### config.mk
export PLATFORM = sky130hd
export DESIGN_NAME = tcf_queue_flat
export DESIGN_NICKNAME = d
export VERILOG_FILES = /design/src/hdl/assert_macros.svh /design/src/hdl/tcf_pkg.sv /design/src/hdl/tcf_ifs.sv /design/src/hdl/tcf_queue.sv /design/src/flat_wrapper.sv
export SDC_FILE = /design/constraint.sdc
export NUM_CORES = 1
export LEC_CHECK = 0
export BUFFER_PORTS_ARGS = -buffer_cell sky130_fd_sc_hd__clkbuf_2
export CORE_UTILIZATION = 48
export CTS_BUF_LIST = sky130_fd_sc_hd__clkbuf_4 sky130_fd_sc_hd__clkbuf_8
export CTS_CLUSTER_DIAMETER = 200
export DETAILED_ROUTE_END_ITERATION = 8
export PLACE_DENSITY_LB_ADDON = 0.1
export SLEW_MARGIN = 25
export SYNTH_ARGS = -nofsm -noshare
export SYNTH_HDL_FRONTEND = slang
export SYNTH_SLANG_ARGS = --single-unit
### constraint.sdc
create_clock -name clk -period 11.9 [get_ports clk]
set_clock_uncertainty 0.15 [all_clocks]
set_input_delay 0 -clock clk [delete_from_list [all_inputs] [get_ports clk]]
set_output_delay 0 -clock clk [all_outputs]
set_load 0.03 [all_outputs]
### src/hdl/assert_macros.svh
// Assertion helpers shared by the RTL.
`ifndef ASSERT_MACROS_SVH
`define ASSERT_MACROS_SVH

// Check on every clock edge outside reset.
`define TCF_ASSERT(label, prop, msg) \
  label: assert property (@(posedge clk) disable iff (rst) prop) else $error(msg);

// Check on every clock edge, reset included.
`define TCF_ASSERT_ALWAYS(label, prop, msg) \
  label: assert property (@(posedge clk) prop) else $error(msg);

`endif

### src/hdl/tcf_pkg.sv
`timescale 1ns / 1ps
package tcf_pkg;
  localparam int SCREEN_COLS  = 128;
  localparam int SCREEN_ROWS  = 160;
  localparam int CORDIC_STEPS = 16;
  localparam int CORDIC_ITERS = (CORDIC_STEPS > 24) ? 24 : CORDIC_STEPS;
  localparam int ITER_W       = $clog2(CORDIC_ITERS + 1);

  localparam int CX_W   = 28;
  localparam int CZ_W   = 26;
  localparam int ANG_W  = 18;
  localparam int POS_W  = 12;
  localparam int TONE_W = 11;
  localparam int ACC_W  = 56;
  localparam int CFG_IDX_W  = 3;
  localparam int CFG_DATA_W = 17;
  localparam int QUEUE_DEPTH = 2;
  localparam int QPTR_W = $clog2(QUEUE_DEPTH);
  localparam int QCNT_W = $clog2(QUEUE_DEPTH + 1);

  localparam logic signed [ANG_W-1:0] ANG_MAX = 18'sd92160;
  localparam logic signed [CZ_W-1:0] Z_HALF_TURN = 26'sd11796480;
  localparam logic [16:0] INV_K = 17'd39797;
  localparam logic [16:0] WEIGHT_ONE = 17'd65536;

  localparam logic [TONE_W-1:0] PERIOD_RESET  = 11'd999;
  localparam logic [TONE_W-1:0] COMPARE_RESET = 11'd500;
  localparam logic [TONE_W-1:0] PERIOD_MID    = 11'd1000;
  localparam logic [TONE_W-1:0] COMPARE_MID   = 11'd500;
  localparam logic [TONE_W-1:0] PERIOD_OUT    = 11'd500;
  localparam logic [TONE_W-1:0] COMPARE_OUT   = 11'd250;

  localparam logic [1:0] ZONE_INNER  = 2'd0;
  localparam logic [1:0] ZONE_MIDDLE = 2'd1;
  localparam logic [1:0] ZONE_OUTER  = 2'd2;
  localparam logic [1:0] ZONE_NONE   = 2'd3;

  typedef enum logic [CFG_IDX_W-1:0] {
    REG_GYRO_GAIN, REG_BLEND_WEIGHT, REG_SENSITIVITY, REG_INNER_W,
    REG_INNER_H, REG_OUTER_W, REG_OUTER_H
  } cfg_idx_t;

  typedef struct packed {
    logic signed [15:0] accel_x;
    logic signed [15:0] accel_y;
    logic signed [15:0] accel_z;
    logic signed [15:0] gyro_x;
    logic signed [15:0] gyro_y;
  } sample_t;

  typedef struct packed {
    logic        valid;
    sample_t     data;
  } qlink_t;

  typedef struct packed {
    logic [15:0] gyro_gain;
    logic [16:0] blend_weight;
    logic [3:0]  sensitivity;
    logic [7:0]  inner_half_width;
    logic [7:0]  inner_half_height;
    logic [7:0]  outer_half_width;
    logic [7:0]  outer_half_height;
  } cfg_t;

  // atan(2^-i) in degrees, Q16
  function automatic logic [CZ_W-1:0] atan_q16(input logic [4:0] i);
    case (i)
      5'd0:  atan_q16 = 26'd2949120;
      5'd1:  atan_q16 = 26'd1740967;
      5'd2:  atan_q16 = 26'd919879;
      5'd3:  atan_q16 = 26'd466945;
      5'd4:  atan_q16 = 26'd234379;
      5'd5:  atan_q16 = 26'd117304;
      5'd6:  atan_q16 = 26'd58666;
      5'd7:  atan_q16 = 26'd29335;
      5'd8:  atan_q16 = 26'd14668;
      5'd9:  atan_q16 = 26'd7334;
      5'd10: atan_q16 = 26'd3667;
      5'd11: atan_q16 = 26'd1833;
      5'd12: atan_q16 = 26'd917;
      5'd13: atan_q16 = 26'd458;
      5'd14: atan_q16 = 26'd229;
      5'd15: atan_q16 = 26'd115;
      5'd16: atan_q16 = 26'd57;
      5'd17: atan_q16 = 26'd29;
      5'd18: atan_q16 = 26'd14;
      5'd19: atan_q16 = 26'd7;
      5'd20: atan_q16 = 26'd4;
      5'd21: atan_q16 = 26'd2;
      5'd22: atan_q16 = 26'd1;
      default: atan_q16 = 26'd0;
    endcase
  endfunction
endpackage

### src/hdl/tcf_ifs.sv


interface tcf_sample_if;
  logic               valid;
  logic               ready;
  logic signed [15:0] accel_x;
  logic signed [15:0] accel_y;
  logic signed [15:0] accel_z;
  logic signed [15:0] gyro_x;
  logic signed [15:0] gyro_y;
  modport source (output valid, accel_x, accel_y, accel_z, gyro_x, gyro_y, input ready);
  modport sink (input valid, accel_x, accel_y, accel_z, gyro_x, gyro_y, output ready);
endinterface


### src/hdl/tcf_queue.sv
`timescale 1ns / 1ps
module tcf_queue (
  input  logic            clk,
  input  logic            rst,
  tcf_sample_if.sink      sample,
  output tcf_pkg::qlink_t head,
  input  logic            pop
);
  import tcf_pkg::*;

  sample_t             slots [QUEUE_DEPTH];
  logic [QPTR_W-1:0]   wr_ptr;
  logic [QPTR_W-1:0]   rd_ptr;
  logic [QCNT_W-1:0]   count;
  logic                push;
  logic                take;

  assign sample.ready = (count < QCNT_W'(QUEUE_DEPTH));
  assign push = sample.valid && sample.ready;
  assign take = pop && (count != '0);
  assign head.valid = (count != '0);
  assign head.data  = slots[rd_ptr];

  // advance pointers, wrap at the depth
  always_ff @(posedge clk) begin
    if (rst) begin
      wr_ptr <= '0;
      rd_ptr <= '0;
      count  <= '0;
    end else begin
      if (push) begin
        wr_ptr <= (wr_ptr == QPTR_W'(QUEUE_DEPTH - 1)) ? '0 : wr_ptr + 1'b1;
      end
      if (take) begin
        rd_ptr <= (rd_ptr == QPTR_W'(QUEUE_DEPTH - 1)) ? '0 : rd_ptr + 1'b1;
      end
      count <= count + QCNT_W'(push) - QCNT_W'(take);
    end
  end

  always_ff @(posedge clk) begin
    if (push) begin
      slots[wr_ptr] <= '{accel_x: sample.accel_x, accel_y: sample.accel_y,
                        accel_z: sample.accel_z, gyro_x: sample.gyro_x,
                        gyro_y: sample.gyro_y};
    end
  end
endmodule

### src/flat_wrapper.sv
// flat-port wrapper written by rule: the top's interface ports become plain ports
module tcf_queue_flat import tcf_pkg::*;
  (clk, rst, head, pop, sample_valid, sample_accel_x, sample_accel_y, sample_accel_z, sample_gyro_x, sample_gyro_y, sample_ready);
  tcf_sample_if sample_i ();
  input  logic clk;
  input  logic rst;
  output tcf_pkg::qlink_t head;
  input  logic pop;
  input wire logic [$bits(sample_i.valid)-1:0] sample_valid;
  input wire logic [$bits(sample_i.accel_x)-1:0] sample_accel_x;
  input wire logic [$bits(sample_i.accel_y)-1:0] sample_accel_y;
  input wire logic [$bits(sample_i.accel_z)-1:0] sample_accel_z;
  input wire logic [$bits(sample_i.gyro_x)-1:0] sample_gyro_x;
  input wire logic [$bits(sample_i.gyro_y)-1:0] sample_gyro_y;
  output wire logic [$bits(sample_i.ready)-1:0] sample_ready;
  assign sample_i.valid = sample_valid;
  assign sample_i.accel_x = sample_accel_x;
  assign sample_i.accel_y = sample_accel_y;
  assign sample_i.accel_z = sample_accel_z;
  assign sample_i.gyro_x = sample_gyro_x;
  assign sample_i.gyro_y = sample_gyro_y;
  assign sample_ready = sample_i.ready;
  tcf_queue u_core (.clk(clk), .rst(rst), .sample(sample_i), .head(head), .pop(pop));
endmodule
==> PnR_summary.wiki, run 1 <==
{| class="wikitable"
! Metric !! Value
|-
| Share of flip-flops with an asynchronous set or reset after synthesis || 0
|-
| Final Cycle Share || 0.233
|-
| Power per Cell Area || ~210 nW/um2
|-
| Insertion delay to the later sink of the worst-skew pair || 450 ps
|-
| Filler Cells Inserted || ~900
|-
| Fraction of power spent switching nets || 0.322
|-
| Cell Chain, Critical Path || buf_4, mux2_4, clkbuf_2
|-
| Total CTS buffers || 17
|-
| Main synth FF type || edfxtp_1
|-
| Sequential cell fraction of total power || 0.438
|-
| Portion of total power attributed to combinational logic || 0.333
|-
| Number of design rule violations left after detail routing || 0
|-
| Longest individual stage delay on the worst path || about 860 ps
|-
| Fraction of synthesized cell area taken by the top area cell type || 0.751
|-
| Endpoint required time on the critical path || approximately 12000 ps
|-
| Status || complete, no violations
|-
| Number of enable flip-flop cells after synthesis || 160
|-
| H-tree depth || 4
|-
| Initial standard-cell utilization of the core || 0.499
|-
| Drt initial violations || about 180
|-
| Cell row count || 41
|-
| Most instantiated cells after synthesis || edfxtp_1 (160), mux2_4 (80), buf_12 (8)
|-
| Buffers and inverters on the worst path || 2
|-
| Class of the most critical hold timing path || primary input to flip-flop
|-
| Vias || 3302
|-
| Setup crit start kind || flip-flop
|-
| Largest driver fanout on the critical path || 41
|-
| Area of the multi-input gates || 1320 um2
|-
| Max rail drop VDD || about 100 uV
|-
| # setup viols final || 0
|-
| Clock slew at the register clock pins of the worst setup and hold paths || about 80 ps
|-
| Count of unique library cells instantiated by Yosys || 14
|-
| Top achievable clock speed || 360 MHz
|-
| Overall routing resource usage || 0.167
|-
| Max-cap violation count || 0
|-
| Number of vias per cell after detailed routing || 4.58
|-
| Detailed placer's ending HPWL || 6620 um
|-
| Cell area after synthesis || 6400 um2
|-
| Number of failing hold endpoints at the final stage || 0
|-
| Clock sink count || 165
|-
| Number of warning messages in the yosys log || 0
|-
| # IOs || approximately 170
|-
| Remaining antenna violation count || 0
|-
| Final weighted congestion in routability-driven placement || 0.723
|-
| Worst Setup End Kind || output pin
|-
| Drt first pass iters || 4
|-
| FF+latch area || between 4000 and 5000 um2
|-
| Yosys top cell by area || edfxtp_1
|-
| TritonCTS clock tree || done
|-
| DIE HEIGHT || 117 um
|-
| Sum of routed wire length over all layers || 10900 um
|-
| Setup TNS || 0 ps
|-
| Wire length of the first global-routing pass || 17300 um
|-
| Post-Syn Area per Cell || about 23 um2
|-
| Critical Path Stages || 3
|-
| Share of cells above drive strength 1 || 0.517
|-
| Internal Dissipation || 1.22 mW
|-
| Area Overhead vs Synth || 34.3%
|-
| Crit path time final || 2780 ps
|-
| Overflow left after global routing || 0
|-
| Number of instances on the worst hold path || 2
|-
| Antenna Cells || 0
|-
| Post-Place Worst Slack || 9240 ps
|-
| Unrepaired setup endpoints after global routing || no
|-
| Largest net degree at the start of global routing || 50
|-
| Final count of pins violating max slew || 0
|-
| Number of nets in the final layout || 622
|-
| Root buf cell || clkbuf_8
|-
| Worst setup path category || flip-flop to output pin
|-
| #FFs+latches synth || about 170
|-
| Fraction of power consumed by the clock network || 0.228
|-
| Gate family responsible for the most delay along the worst path || buffers and inverters
|-
| Critical-path cell with the highest stage delay || dfxtp_4
|-
| Signal arrival time at the worst endpoint || 2630 ps
|-
| Top-count cell post-synth || edfxtp_1
|-
| Total net switching power || around 580 uW
|-
| Leakage power figure || 3.46 nW
|-
| Synthesized instance count || 273
|-
| Vias in the first global route || 3552
|-
| Least-Margin Pin Slew || 922 ps
|-
| Die outline area || ~14000 um2
|-
| Top post-synthesis cells by area || edfxtp_1 (75%), mux2_4 (19%), buf_12 (2.5%), dfxtp_1 (1.6%), xnor2_1 (0.55%)
|-
| Setup slack of the critical path after layout || ~9100 ps
|-
| Post-synth net total || around 360
|-
| Die Wd || ~120 um
|-
| Number of antenna violations at the first check in global routing || 0
|-
| Max_slew headroom || 0.384
|-
| Buffers added on ports || 165
|-
| Average wire per standard cell || 15.0 um
|-
| Post-synthesis sequential area ratio || 0.766
|-
| Maximum count of clock buffers along a single path || 2
|-
| Worst Reg-to-Reg Cells || 3
|-
| Core footprint || around 13000 um2
|}
==> metal layers <==
metal | GRT usage | part of all wire | up-vias
li1 | - | - | 1596
met1 | 0.189 | 0.41 | 1576
met2 | 0.287 | 0.51 | 115
met3 | 0.0538 | 0.059 | 15
met4 | 0.0793 | 0.018 | 0
met5 | 0 | 0 | -
==> kinds of logic (layout without fill, tap and decap cells) <==
group | count (synthesis) | after routing | share of synthesized area
buf+inv | 12 | 288 | 0.0285
fa+ha+maj | 2 | 2 | 0.00391
mux | 80 | 80 | 0.188
xor+xnor | 4 | 4 | 0.00547
compound gates | 1 | 1 | 0.00117
flops | 165 | 165 | 0.766
simple gates | 9 | 9 | 0.00704
==> what timing repair did <==
action | in CTS | in global routing
setup buffers | 0 | 0
hold buffers | 84 | 0
resized for setup | 0 | 0
hold endpoints to repair | 165 | 0
==> cell usage in the layout, fill, tap and decap left out <==
cell,synthesis,final
xnor2_1,4,4
dfxtp_1,5,4
clkbuf_4,0,2
nor2b_4,0,1
and2_4,0,1
nand2_1,1,1
o21a_1,1,1
clkinvlp_4,0,1
clkbuf_8,0,20
edfxtp_1,160,160
buf_12,8,2
buf_4,0,2
ha_1,2,2
nor2_1,4,4
mux2_4,80,80
dfxtp_4,0,1
inv_1,3,3
and2b_1,1,1
nor2b_1,2,1
clkinv_2,0,6
dlygate4sd3_1,0,84
bufinv_16,0,3
clkbuf_2,0,165
==> metrics by stage <==
step	std cells	util	hold WS, ps	cell area [um2]	power [mW]
floorplan	273	-	-78.4	6400	1.28
global placement	603	0.569	38.5	7300	1.38
detailed placement	605	0.572	42.5	7340	1.39
CTS	721	0.670	92.3	8600	1.83
global route	721	0.670	105	8600	1.88
finish	721	0.670	127	8600	1.80
==> power groups by stage <==
| stage | registers, mW | logic, mW | clock network (mW) |
|---|---|---|---|
| final | 0.790 | 0.601 | 0.412 |
| after global routing | 0.800 | 0.636 | 0.443 |
| after CTS | 0.792 | 0.610 | 0.424 |
| after detailed placement | 0.805 | 0.584 | 0 |
| after global placement | 0.801 | 0.577 | 0 |
| after floorplan | 0.783 | 0.498 | 0 |
==> layout make-up <==
cell class / count / share of cell area
Timing Repair Buffer: 253 / 0.200
Inverter: 3 / 0.00131
Clock inverter: 10 / 0.0148
Tap cell: 172 / 0.0250
Sequential cell: 165 / 0.571
Clock buffer: 22 / 0.0338
Multi-Input combinational cell: 96 / 0.154
==> sequential cells by signal, summed over array words and instances, names as in the netlist, named ones only <==
signal and flops:
u_core.rd_ptr 1, u_core.wr_ptr 1, u_core.slots 160, u_core.count 2
==> final timing paths <==
check | start | endpoint | slack, ps
worst min register to register | u_core.rd_ptr | u_core.rd_ptr | 370
worst min-delay path | sample_gyro_y[2] | u_core.slots[1][2] | 130
worst max register to register | u_core.count[1] | u_core.slots[0][27] | 9290
worst max-delay path | flip-flop | head[46] | 9120
Note: power is estimated with default switching activity, not from simulation.
==> run 2, diff against run 1 <==
clock period = 2.3 ns   (was 11.9 ns; I/O delays follow)
==> run 2 against run 1 <==
Sequential power rose to 5.1 times the previous value. Final cell count grew 0.55%. Non-clock buffer count grew 4. First-iteration DRC count is 22% higher. Wire length increased by 2.1%. Clock power rose to 6.4 times the previous value. Sequential cell count unchanged. Largest power group unchanged.
==> PnR_summary.wiki, run 2 (synthesized netlist as in run 1, its figures left out) <==
{| class="wikitable"
! Metric !! Value
|-
| Most common library cell in the layout ignoring fill and taps || clkbuf_2
|-
| Drt initial violations || 224 (+22%)
|-
| Post-Place Worst Slack || 558 ps (-8680 ps)
|-
| Worst Setup End Kind || output pin
|-
| Top achievable clock speed || 477 MHz
|-
| Maximum count of clock buffers along a single path || 2 (unchanged)
|-
| Max_slew headroom || 0.681 (+0.298)
|-
| Endpoint required time on the critical path || 2150 ps (-9600 ps)
|-
| Leakage power figure || 3.52 nW (+2.0%)
|-
| Status || complete, no violations
|-
| Class of the most critical hold timing path || primary input to flip-flop
|-
| Die Wd || 117 um (unchanged)
|-
| Final count of pins violating max slew || 0 (unchanged)
|-
| Flip-flop count of the largest register after layout || 160 (unchanged)
|-
| Number of instances on the worst hold path || 2 (unchanged)
|-
| Antenna Cells || 0 (unchanged)
|-
| Setup slack of the critical path after layout || 203 ps (-8920 ps)
|-
| Overflow left after global routing || 0 (unchanged)
|-
| DIE HEIGHT || 117 um (unchanged)
|-
| Clock sink count || 165 (unchanged)
|-
| Sum of routed wire length over all layers || 11100 um (+2.1%)
|-
| Post-Route Utilization || 0.683 (+0.0128)
|-
| Root buf cell || clkbuf_8
|-
| Drt first pass iters || 4 (unchanged)
|-
| Signal arrival time at the worst endpoint || 1950 ps (-680 ps)
|-
| Vias || 3343 (+1.2%)
|-
| Initial standard-cell utilization of the core || 0.499 (unchanged)
|-
| Number of design rule violations left after detail routing || 0 (unchanged)
|-
| Max-cap violation count || 0 (unchanged)
|-
| Power per Cell Area || 1130 nW/um2 (+440%)
|-
| Unrepaired setup endpoints after global routing || no
|-
| Number of antenna violations at the first check in global routing || 0 (unchanged)
|-
| # Post-CTS Setup Buffers || 0 (unchanged)
|-
| Core footprint || 12800 um2 (unchanged)
|-
| Buffers added on ports || 165 (unchanged)
|-
| TritonCTS clock tree || done
|-
| Average wire per standard cell || 15.3 um (+1.5%)
|-
| Vias in the first global route || 3548 (-0.11%)
|-
| H-tree depth || 4 (unchanged)
|-
| Insertion delay to the later sink of the worst-skew pair || 450 ps (about the same)
|-
| Area of the multi-input gates || 1320 um2 (unchanged)
|-
| FF+latch area || 4910 um2 (unchanged)
|-
| # IOs || 166 (unchanged)
|-
| Worst setup path category || flip-flop to output pin
|-
| Number of non-filler instances in the completed layout || 725 (+0.55%)
|-
| Worst Reg-to-Reg Cells || 3 (unchanged)
|-
| Largest driver fanout on the critical path || 23 (-44%)
|-
| Setup crit start kind || flip-flop
|-
| Max rail drop VDD || 673 uV (+570%)
|-
| Most flops, register || u_core.slots
|-
| Cell row count || 41 (unchanged)
|-
| Die outline area || 13800 um2 (unchanged)
|-
| Least-Margin Pin Slew || 478 ps (-444 ps)
|-
| Number of failing hold endpoints at the final stage || 0 (unchanged)
|-
| Detailed placer's ending HPWL || 6850 um (+3.4%)
|-
| Commonest cells after routing, fill and taps aside || clkbuf_2 (165), edfxtp_1 (160), dlygate4sd3_1 (84)
|-
| Share of cells above drive strength 1 || 0.521 (+0.00349)
|-
| Post_cts resized || 0 (unchanged)
|-
| Number of vias per cell after detailed routing || 4.61 (+0.68%)
|-
| Area Overhead vs Synth || 36.9%
|-
| # setup viols final || 0 (unchanged)
|-
| Leading registers by flop count || u_core.slots x160, u_core.count x2
|-
| Cell total after placement || 609 (+0.66%)
|-
| Setup TNS || 0 ps (unchanged)
|-
| Final Cycle Share || 0.912
|-
| Filler Cells Inserted || 895 (-0.33%)
|-
| Number of nets in the final layout || 626 (+0.64%)
|-
| Remaining antenna violation count || 0 (unchanged)
|-
| Crit path time final || 2100 ps
|-
| Final weighted congestion in routability-driven placement || 0.707 (-2.2%)
|-
| Overall routing resource usage || 0.171 (+0.00439)
|-
| Largest net degree at the start of global routing || 47 (-6.0%)
|-
| Clock slew at the register clock pins of the worst setup and hold paths || 80 ps (about the same)
|-
| Wire length of the first global-routing pass || 17500 um (+1.3%)
|-
| Total CTS buffers || 17 (unchanged)
|}
run 2: cell types whose count changed in the layout (fill, tap and decap cells not counted):
cell        delta
clkbuf_8       -2
clkinv_4       +1
clkinvlp_4     +1
clkinv_2       -3
clkbuf_4       -2
buf_12         +2
bufinv_16      +5
buf_4          +2
run 2: power by group:
part | leakage [nW] | internal, mW | switching [mW]
Sequential | 1.53 | 3.85 | 0.191
Clock | 0.259 | 1.64 | 0.993
Combinational | 1.73 | 1.36 | 1.88
run 2: repair_timing:
item | 4_1_cts | 5_1_grt
hold buffers | 84 | 0
endpoints found under the hold margin | 165 | 0
endpoints found under the setup margin | 0 | 0
run 2: area by class of cell:
cell class | instances | area share
inverter | 3 | 0.00129
tap | 172 | 0.0246
sequential | 165 | 0.560
timing repair buffer | 257 | 0.203
multi-input combinational | 96 | 0.151
clock inverter | 14 | 0.0318
clock buffer | 18 | 0.0283
run 2: metal layers:
| metal | routed length, um | up-vias | track usage |
|---|---|---|---|
| met3 | 563 | 11 | 0.0543 |
| met1 | 4300 | 1626 | 0.186 |
| met2 | 6050 | 105 | 0.305 |
| li1 | - | 1601 | - |
| met4 | 163 | 0 | 0.0769 |
| met5 | 0 | - | 0 |
run 2: per-stage QoR:
stage / instance area (um2) / power (mW) / hold slack [ps]
finish: 8760 / 9.91 / 125
global route: 8760 / 10.3 / 103
CTS: 8760 / 10.0 / 89.2
detailed placement: 7390 / 7.26 / 42.5
global placement: 7390 / 7.23 / 38.1
floorplan: 6410 / 6.59 / -78.4
run 2: worst paths after layout:
| path | end | slack, ps | startpoint |
|---|---|---|---|
| max reg2reg | u_core.slots[0][36] | 550 | u_core.count[1] |
| min | u_core.slots[0][23] | 130 | sample_gyro_x[7] |
| min reg2reg | u_core.rd_ptr | 380 | u_core.rd_ptr |
| max | head[54] | 200 | flip-flop |
run 2: worst max-delay path, cell delays in order (launching register included):
cell      delay (ps)
dfxtp_4          660
buf_4            320
mux2_4           320
clkbuf_2         180
==> run 3, diff against run 2 <==
PLACE_DENSITY = 0.76   (was default)
PLACE_DENSITY_LB_ADDON = default   (was 0.1)
==> run 3 against run 2 <==
Via count increased by 1.4%. Combinational power increased by 2%. Count of clock-buffer cells in the layout increased by 1. Register-to-register slack got worse by 30 ps. Non-clock buffer count unchanged. Critical path depth unchanged. Setup slack improved by 130 ps.
==> PnR_summary.wiki, run 3 (synthesized netlist as in run 1, its figures left out) <==
{| class="wikitable"
! Metric !! Value
|-
| Max-cap violation count || 0 (unchanged)
|-
| Flip-flop count of the largest register after layout || 160 (unchanged)
|-
| Insertion delay to the later sink of the worst-skew pair || 430 ps (-20 ps)
|-
| Setup crit start kind || flip-flop
|-
| Setup slack of the critical path after layout || 336 ps (+133 ps)
|-
| Signal arrival time at the worst endpoint || 1810 ps (-140 ps)
|-
| Filler Cells Inserted || 855 (-4.5%)
|-
| Antenna Cells || 0 (unchanged)
|-
| Detailed placer's ending HPWL || 7170 um (+4.6%)
|-
| Drt initial violations || 244 (+8.9%)
|-
| Vias in the first global route || 3672 (+3.5%)
|-
| Leakage power figure || 3.45 nW (-2.0%)
|-
| Number of vias per cell after detailed routing || 4.70 (+2.0%)
|-
| Worst Setup End Kind || output pin
|-
| Longest individual stage delay on the worst path || 590 ps (-70 ps)
|-
| Number of antenna violations at the first check in global routing || 0 (unchanged)
|-
| Cell row count || 41 (unchanged)
|-
| Number of nets in the final layout || 626 (unchanged)
|-
| Commonest cells after routing, fill and taps aside || clkbuf_2 (165), edfxtp_1 (160), dlygate4sd3_1 (83)
|-
| Total CTS buffers || 17 (unchanged)
|-
| Power per Cell Area || 1080 nW/um2 (-4.9%)
|-
| Leading registers by flop count || u_core.slots x160, u_core.count x2
|-
| Overall routing resource usage || 0.174 (+0.00308)
|-
| Number of design rule violations left after detail routing || 0 (unchanged)
|-
| Post-Place Worst Slack || 516 ps (-41.4 ps)
|-
| Root buf cell || clkbuf_8
|-
| Unrepaired setup endpoints after global routing || no
|-
| Class of the most critical hold timing path || primary input to flip-flop
|-
| Initial standard-cell utilization of the core || 0.499 (unchanged)
|-
| Most common library cell in the layout ignoring fill and taps || clkbuf_2
|-
| Top achievable clock speed || 509 MHz (+6.8%)
|-
| Area Overhead vs Synth || 34.5%
|-
| # Post-CTS Setup Buffers || 0 (unchanged)
|-
| TritonCTS clock tree || done
|-
| Buffers and inverters on the worst path || 2 (unchanged)
|-
| Final Cycle Share || 0.854 (-0.0579)
|-
| Final count of pins violating max slew || 0 (unchanged)
|-
| Least-Margin Pin Slew || 476 ps (-1.41 ps)
|-
| Cell Chain, Critical Path || buf_4, mux2_4, clkbuf_2
|-
| Vias || 3391 (+1.4%)
|-
| Clock slew at the register clock pins of the worst setup and hold paths || 80 ps (about the same)
|-
| Share of cells above drive strength 1 || 0.510 (-0.0108)
|-
| Crit path time final || 1960 ps (-133 ps)
|-
| DIE HEIGHT || 117 um (unchanged)
|-
| Critical-path cell with the highest stage delay || dfxtp_4
|-
| # IOs || 166 (unchanged)
|-
| Core footprint || 12800 um2 (unchanged)
|-
| Total Power Consumption || 9.26 mW (-6.6%)
|-
| Status || complete, no violations
|-
| Gate family responsible for the most delay along the worst path || flip-flops
|-
| Hold-fix buffer count after cts || 83 (-1.2%)
|-
| Average wire per standard cell || 15.9 um (+4.1%)
|-
| Maximum count of clock buffers along a single path || 2 (unchanged)
|-
| Number of failing hold endpoints at the final stage || 0 (unchanged)
|-
| Largest net degree at the start of global routing || 46 (-2.1%)
|-
| Die Wd || 117 um (unchanged)
|-
| Clock sink count || 165 (unchanged)
|-
| Die outline area || 13800 um2 (unchanged)
|-
| Overflow left after global routing || 0 (unchanged)
|-
| Endpoint required time on the critical path || 2150 ps (about the same)
|-
| # setup viols final || 0 (unchanged)
|-
| Sum of routed wire length over all layers || 11500 um (+3.5%)
|-
| Remaining antenna violation count || 0 (unchanged)
|-
| H-tree depth || 4 (unchanged)
|-
| Max rail drop VDD || 657 uV (-2.5%)
|-
| Buffers added on ports || 165 (unchanged)
|-
| Max_slew headroom || 0.682 (+0.000940)
|-
| Wire length of the first global-routing pass || 18100 um (+3.0%)
|-
| Post_cts resized || 0 (unchanged)
|-
| Final weighted congestion in routability-driven placement || 0.762 (+7.8%)
|-
| Worst setup path category || flip-flop to output pin
|-
| Largest driver fanout on the critical path || 17 (-26%)
|-
| Drt first pass iters || 4 (unchanged)
|-
| Most flops, register || u_core.slots
|}
run 3: cell count changes in the layout (fill, tap and decap cells not counted):
cell and delta:
dlygate4sd3_1 -1, clkbuf_4 +2, clkbuf_8 -1, clkinv_4 -1
clkinvlp_4 -2, clkinv_1 +5, buf_12 +1, bufinv_16 -5
clkinv_2 -2
run 3: worst register-to-register path, cell delays in order, from the launching register on:
cell and delay (ps):
dfxtp_1 330, and2b_1 270, nor2b_4 210, buf_4 430
run 3: final cells by class:
class | instances | area (um2) | share of cell area
well taps | 172 | 215 | 0.0250
inverters | 3 | 11.3 | 0.00131
clock buffers | 19 | 249 | 0.0289
multi-input cells | 96 | 1320 | 0.154
flip-flops and latches | 165 | 4910 | 0.570
clock inverters | 9 | 114 | 0.0132
repair buffers | 257 | 1790 | 0.208
run 3: layer usage:
layer	global-route usage	vias up	part of all wire
li1	-	1600	-
met1	0.201	1653	0.41
met2	0.297	125	0.52
met3	0.0678	13	0.062
met4	0.0601	0	0.013
met5	0	-	0
run 3: through the flow:
stage / setup TNS, ps / cells / utilization / instance area, um2 / hold slack [ps]
2_1_floorplan: -5500 / 273 / - / 6410 / -78.4
3_3_place_gp: 0 / 610 / 0.578 / 7410 / 38.4
3_5_place_dp: 0 / 610 / 0.578 / 7410 / 42.2
4_1_cts: 0 / 721 / 0.671 / 8610 / 98.3
5_1_grt: 0 / 721 / 0.671 / 8610 / 108
6_report: 0 / 721 / 0.671 / 8610 / 145
run 3: worst paths after layout:
kind                            slack (ps)         startpoint  cells after the start             endpoint
worst max-delay path                   340          flip-flop                      3             head[75]
worst min-delay path                   150  sample_accel_z[3]                      2  u_core.slots[1][35]
worst max register to register         520    u_core.count[1]                      3  u_core.slots[0][21]
worst min register to register         390      u_core.rd_ptr                      2        u_core.rd_ptr
run 3: power by group:
group	leakage [nW]	total [mW]	internal, mW	switching [mW]
Clock	0.186	1.95	1.05	0.894
Combinational	1.73	3.29	1.37	1.92
Sequential	1.53	4.03	3.85	0.179
Total	3.45	9.26	6.27	2.99
